### src/hdl/fus_sym_table.sv
// ----------------------------------------------------------------------------
// fus_sym_table
// Per-symbol table of list position and repeat flag, one read and one write
// port, read data registered. Swept to zero once after reset.
// ----------------------------------------------------------------------------
module fus_sym_table #(
	parameter int SYMBOL_BITS = 8,
	parameter int IDX_W       = 8
) (
	input  logic                   clk,
	input  logic                   arst_n,
	input  logic                   rd_en,
	input  logic [SYMBOL_BITS-1:0] rd_addr,
	output logic [IDX_W-1:0]       rd_pos,
	output logic                   rd_rep,
	input  logic                   wr_en,
	input  logic [SYMBOL_BITS-1:0] wr_addr,
	input  logic [IDX_W-1:0]       wr_pos,
	input  logic                   wr_rep,
	output logic                   busy
);

	localparam int SYM_N   = 1 << SYMBOL_BITS;
	localparam int ENTRY_W = IDX_W + 1;

	logic [ENTRY_W-1:0]     sym_mem_q [SYM_N];
	logic [ENTRY_W-1:0]     rd_data_q;
	logic [SYMBOL_BITS-1:0] clr_addr_q;
	logic                   busy_q;

	// sweep pointer for the clearing pass after reset
	always_ff @(posedge clk or negedge arst_n) begin
		if (!arst_n) begin
			clr_addr_q <= '0;
			busy_q     <= 1'b1;
		end else if (busy_q) begin
			clr_addr_q <= clr_addr_q + SYMBOL_BITS'(1);
			if (clr_addr_q == '1) begin
				busy_q <= 1'b0;
			end
		end
	end

	// table write: clearing pass has priority
	always_ff @(posedge clk) begin
		if (busy_q) begin
			sym_mem_q[clr_addr_q] <= '0;
		end else if (wr_en) begin
			sym_mem_q[wr_addr] <= {wr_pos, wr_rep};
		end
	end

	// registered read, held while no read is issued
	always_ff @(posedge clk) begin
		if (rd_en) begin
			rd_data_q <= sym_mem_q[rd_addr];
		end
	end

	assign rd_pos = rd_data_q[ENTRY_W-1:1];
	assign rd_rep = rd_data_q[0];
	assign busy   = busy_q;

endmodule

### config.mk
export PLATFORM = sky130hd
export DESIGN_NAME = fus_sym_table
export DESIGN_NICKNAME = d
export VERILOG_FILES = /design/src/hdl/fus_sym_table.sv
export SDC_FILE = /design/constraint.sdc
export NUM_CORES = 2
export LEC_CHECK = 0
export BUFFER_PORTS_ARGS = -buffer_cell sky130_fd_sc_hd__buf_2
export CORE_ASPECT_RATIO = 0.8
export CORE_MARGIN = 8
export CORE_UTILIZATION = 39
export DETAILED_ROUTE_END_ITERATION = 10
export PLACE_DENSITY = 0.61
export SYNTH_ARGS = -nofsm -noshare
export SYNTH_HDL_FRONTEND = slang
export SYNTH_SLANG_ARGS = --single-unit
export TNS_END_PERCENT = 1
### constraint.sdc
create_clock -name clk -period 7.5 [get_ports clk]
set_input_delay 1.125 -clock clk [delete_from_list [all_inputs] [get_ports clk]]
set_output_delay 1.125 -clock clk [all_outputs]
set_load 0.01 [all_outputs]
## Yosys cells after proc, flatten, opt, wreduce, memory -nomap -nowiden

Memories as Yosys holds them, arrays and structs flattened. A register that Yosys moved wholly into a read port is not among the register bits.
Index checks and enable logic that the tools add are counted.

| word-level totals | value |
|---|---|
| register bits | 9 |
| bits in writable memories | 2304 |
| input port bits | 29 |
| output and inout bits | 10 |
| word-level logic and storage cells | 16 |
| memories | 1 |

Memories:

| memory | words | bits a word | read ports | clocked after memory_dff | wr ports | RTL line | RTL |
|---|---|---|---|---|---|---|---|
| sym_mem_q | 256 | 9 | 1 | 1 | 1 | 26 | `logic [ENTRY_W-1:0] sym_mem_q [SYM_N];` |

| cells by class | value |
|---|---|
| $add $sub $neg | 1 |
| equal/unequal tests | 1 |
| mux-type cells | 10 |
| reductions and logical operators | 1 |

Operator list:

| operator | number |
|---|---|
| $mux 9 | 1 |
| $reduce_or 9->1 | 1 |
| $add 8x1->8 const B | 1 |
| $eq 8x8->1 const B | 1 |
| $mux 1 | 8 |
| $mux 8 | 1 |

## Logic depth before layout (Yosys ltp)

| depth | value |
|---|---|
| depth in word-level cells | 5 |
| mapped depth | 12 |
| mapped depth without buffers | 6 |

## Worst setup path after synthesis

Ideal clock, no wire load.

| path | value |
|---|---|
| path kind | input port to flip-flop |
| start | input wr_en |
| end | memory sym_mem_q[0][0] (netlist bit) (data pin) |
| setup time | 0.870 ns |
| data arrival time | 4.979 ns |
| data required time | 6.630 ns |
| setup slack | 1.651 ns |
| stages | 4 |
| path buffers | 2 |
| cell sequence | nor2b_1 clkbuf_1 clkbuf_1 and2_1 |

| between the ends | value |
|---|---|
| cells in the longest elaborated chain, start to end | 5 |

Ends and longest elaborated chain:

| element | RTL line | RTL |
|---|---|---|
| start, declared | 16 | `input logic wr_en,` |
| $mux 1 | 48 | `end else if (wr_en) begin` |
| $mux 1 | 46 | `if (busy_q) begin` |
| $mux 1 (not written as such) | 49 | `sym_mem_q[wr_addr] <= {wr_pos, wr_rep};` |
| $reduce_or 9->1 (no line) | -- |  |
| $mux 9 (no line) | -- |  |
| end, declared | 26 |  |

No other way between the ends.

==> flow_summary_export.csv <==
group,metric,value,unit
grt,overflow,0,
floorplan,core_area,230900,µm²
critical_path,reg2reg_depth,5,
clocking,htree_levels,4,
synth,netlist_instances,4120,
status,status,"complete, no violations",
power,power_frac_seq,54.5,%
grt,use_met3,5.426,%
route,vias_per_cell,5.812,
sta,tns,0,ns
sta,maxSlewViolCount,0,
critical_path,cp.depth,7,
clocking,clock_path_buffers,4,
critical_path,crit_required,8.06,ns
power,p_comb_share,4.9,%
critical_path,end_kind,"flip-flop",
sta,rsz0062_at_grt,"no",
critical_path,crit_chain,"buf_8, buf_12, mux4_2, mux4_2, a22o_1, a211oi_1, nor4_1",
clocking,numCtsBuffers,219,
synth,ys_seq_area_share,77.18,%
critical_path,critical_path_class,"in -> reg",
synth,synth-async-reset-ratio,0.3876,%
hold_path,hold_path.class,"in -> async",
power,finalPower,26.26,mW
placement,dpl_cell_area,93900,µm²
sta,tightest_slew,1.306,ns
grt,top_usage_layer,"met2",
grt,use_met2,26.64,%
route,drc,0,
critical_path,arrival,4.85,ns
critical_path,crit_path_frequent_cell,"mux4_2",
grt,antenna_found_initial,11,
clocking,cts_tree,"yes",
power,swShare,21.28,%
clocking,clock-sinks,2322,
clocking,worstSkewPairLatency,0.86,ns
synth,yosysWarnings,0,
clocking,ctsResizeCount,0,
synth,synthFlopType,"edfxtp_1",
synth,mappedNetlistNets,4150,
placement,dpl.hpwl,135900,µm
route,drt_iter0_markers,5946,
route,routed_wirelength,228200,µm
critical_path,crit_path_max_incr_delay,0.90,ns
power,power_density,260.9,nW/µm²
critical_path,cp_num_buf_inv,2,
route,routedWlPerCell,30.57,µm
grt,grtUsageTotal,18.00,%
route,vias,43380,
floorplan,ios,39,
grt,use_met1,26.14,%
cells_and_area,layout-drive-gt1-share,23.93,%
route,firstDrtPassIters,5,
sta,hold_viol,0,
sta,setup_viol,0,
sta,max_freq,232.8,MHz
power,p_switching,5.590,mW
synth,synth-edff-count,2313,
cells_and_area,area_delta_synth_final,11.48,%
grt,grt_max_degree,183,
synth,synth_cell_type_count,64,
sta,post-route-period-util,57.27,%
route,antenna_left,0,
cells_and_area,fin_util,43.59,%
cells_and_area,nets,4270,
power,p_clk_share,40.7,%
clocking,root_buffer,"clkbuf_16",
sta,clock_skew,0.05876,ns
floorplan,fp.dieW,554.0,µm
floorplan,start_util,39.10,%
floorplan,row_count,158,
sta,min_period,4.295,ns
power,total_leakage_power,32.37,nW
critical_path,worst-r2r-setup-slack,3.29,ns
critical_path,worstPathMaxFanout,65,
sta,relSlewSlack,12.63,%
cells_and_area,finalInstanceArea,100700,µm²
grt,grt_pass1_wl,324800,µm
synth,syn_area_per_cell,21.91,µm²
placement,place.gp.congestion,0.8200,
synth,synth_area,90290,µm²
critical_path,cp_slowest_cell,"a211oi_1",
grt,grt_pass1_vias,42920,
critical_path,crit_family,"compound AO/OA/AOI/OAI gates",
clocking,hold_buffers,0,
clocking,clkTransAtPathRegs,0.07,ns
placement,portBuffers,38,
power,p_int,20.67,mW
job,cap_violations,0,
clocking,post_cts_buffers,0,
sta,whs,0.1511,ns
floorplan,die_area,247300,µm²
critical_path,cp-start-kind,"input port",
floorplan,die_y,446.4,µm
synth,ys_ff_latch,2322,
power,peakVddDrop,0.1783,mV
layout make-up:
type / instances / area (µm²)
antenna: 11 / 27.53
clock buffer: 267 / 5724
clock inverter: 126 / 993.5
fill: 19450 / 130300
inverter: 3 / 12.51
multi-input combinational: 1558 / 19210
sequential: 2322 / 69680
tap: 3040 / 3804
timing repair buffer: 136 / 1196
final timing paths:
kind,from,end
setup / recovery,rd_addr[0],rd_data_q[2]
hold / removal,arst_n,clr_addr_q[5]
setup reg to reg,busy,sym_mem_q[84][7]
hold reg to reg,busy,clr_addr_q[0]
max in group asynchronous,arst_n,busy
min in group clk,busy,clr_addr_q[0]
stage by stage:
stage,setup slack [ns],std cells
after floorplan,1.651,4120
after global placement,2.260,7059
after detailed placement,2.228,7059
after CTS,3.128,7452
after global routing,3.070,7452
final,3.205,7463
layer usage:
metal | part of all wire [%] | routed length, µm | vias up
met5 | 0.015 | 34 | -
met1 | 42 | 96840 | 23460
met4 | 2.6 | 5905 | 4
li1 | - | - | 17620
met3 | 10 | 23360 | 341
met2 | 45 | 102000 | 1959
state kept, by name (all words and copies together), names as in the netlist:
name,flops
sym_mem_q,2304
busy,1
rd_data_q,9
clr_addr_q,8
cell families after synthesis:
| logic type | after synthesis | synth area share (%) |
|---|---|---|
| buf+inv | 240 | 1.587 |
| mux | 750 | 16.34 |
| compound gates | 284 | 2.328 |
| simple gates | 516 | 2.482 |
| flops | 2322 | 77.18 |
| fa+ha+maj | 1 | 0.01386 |
| xor+xnor | 7 | 0.06790 |
cells in the final DEF (no fill, tap or decap), types with 7 or more instances in the layout:
master,instances
nor2_1,285
clkbuf_16,222
nand2b_1,15
mux2i_1,149
and2_4,9
dfrtp_1,8
o31ai_1,12
a22oi_1,21
o21ai_0,16
edfxtp_1,2313
o21ai_1,9
buf_4,79
bufinv_16,16
a31oi_1,11
clkbuf_1,45
clkinv_2,49
diode_2,11
nand3b_1,9
clkinv_1,55
nor3_1,21
buf_2,34
nand3_1,39
o22ai_1,27
a211oi_1,16
mux2_2,24
a21oi_1,38
nand2_1,92
and2_1,7
mux4_2,577
a22o_1,27
buf_12,19
o221ai_1,56
a221oi_1,16
o32ai_1,8
nor2b_1,9
power groups by stage:
stage               combinational [mW]  sequential [mW]  clock, mW
detailed placement                1.28             14.6          0
CTS                               1.29             14.3       10.8
floorplan                        0.785             14.6          0
finish                            1.28             14.3       10.7
global placement                  1.27             14.6          0
global route                      1.34             14.3       11.3
synthesized netlist by cell type, drive strengths merged, types with 3 or more instances:
master	n	share of area [%]
edfxtp	2313	77
mux4	577	14
nor2	287	1.2
buf	152	1.2
mux2i	149	1.7
nand2	93	0.39
clkbuf	85	0.35
o221ai	56	0.54
nand3	39	0.22
a21oi	38	0.21
a22o	27	0.26
o22ai	27	0.19
o21ai	25	0.14
mux2	24	0.30
a22oi	21	0.17
nor3	21	0.12
a211oi	18	0.16
a221oi	16	0.16
and2	16	0.11
nand2b	16	0.11
o31ai	13	0.11
a31oi	11	0.076
nor2b	10	0.069
nand3b	9	0.075
dfrtp	8	0.22
o32ai	8	0.078
and3	6	0.042
or3	6	0.042
o22a	5	0.048
xnor2	5	0.048
nor4	4	0.042
a41oi	3	0.029
inv	3	0.012
o41ai	3	0.029
Power figures use the tool's default switching activity.
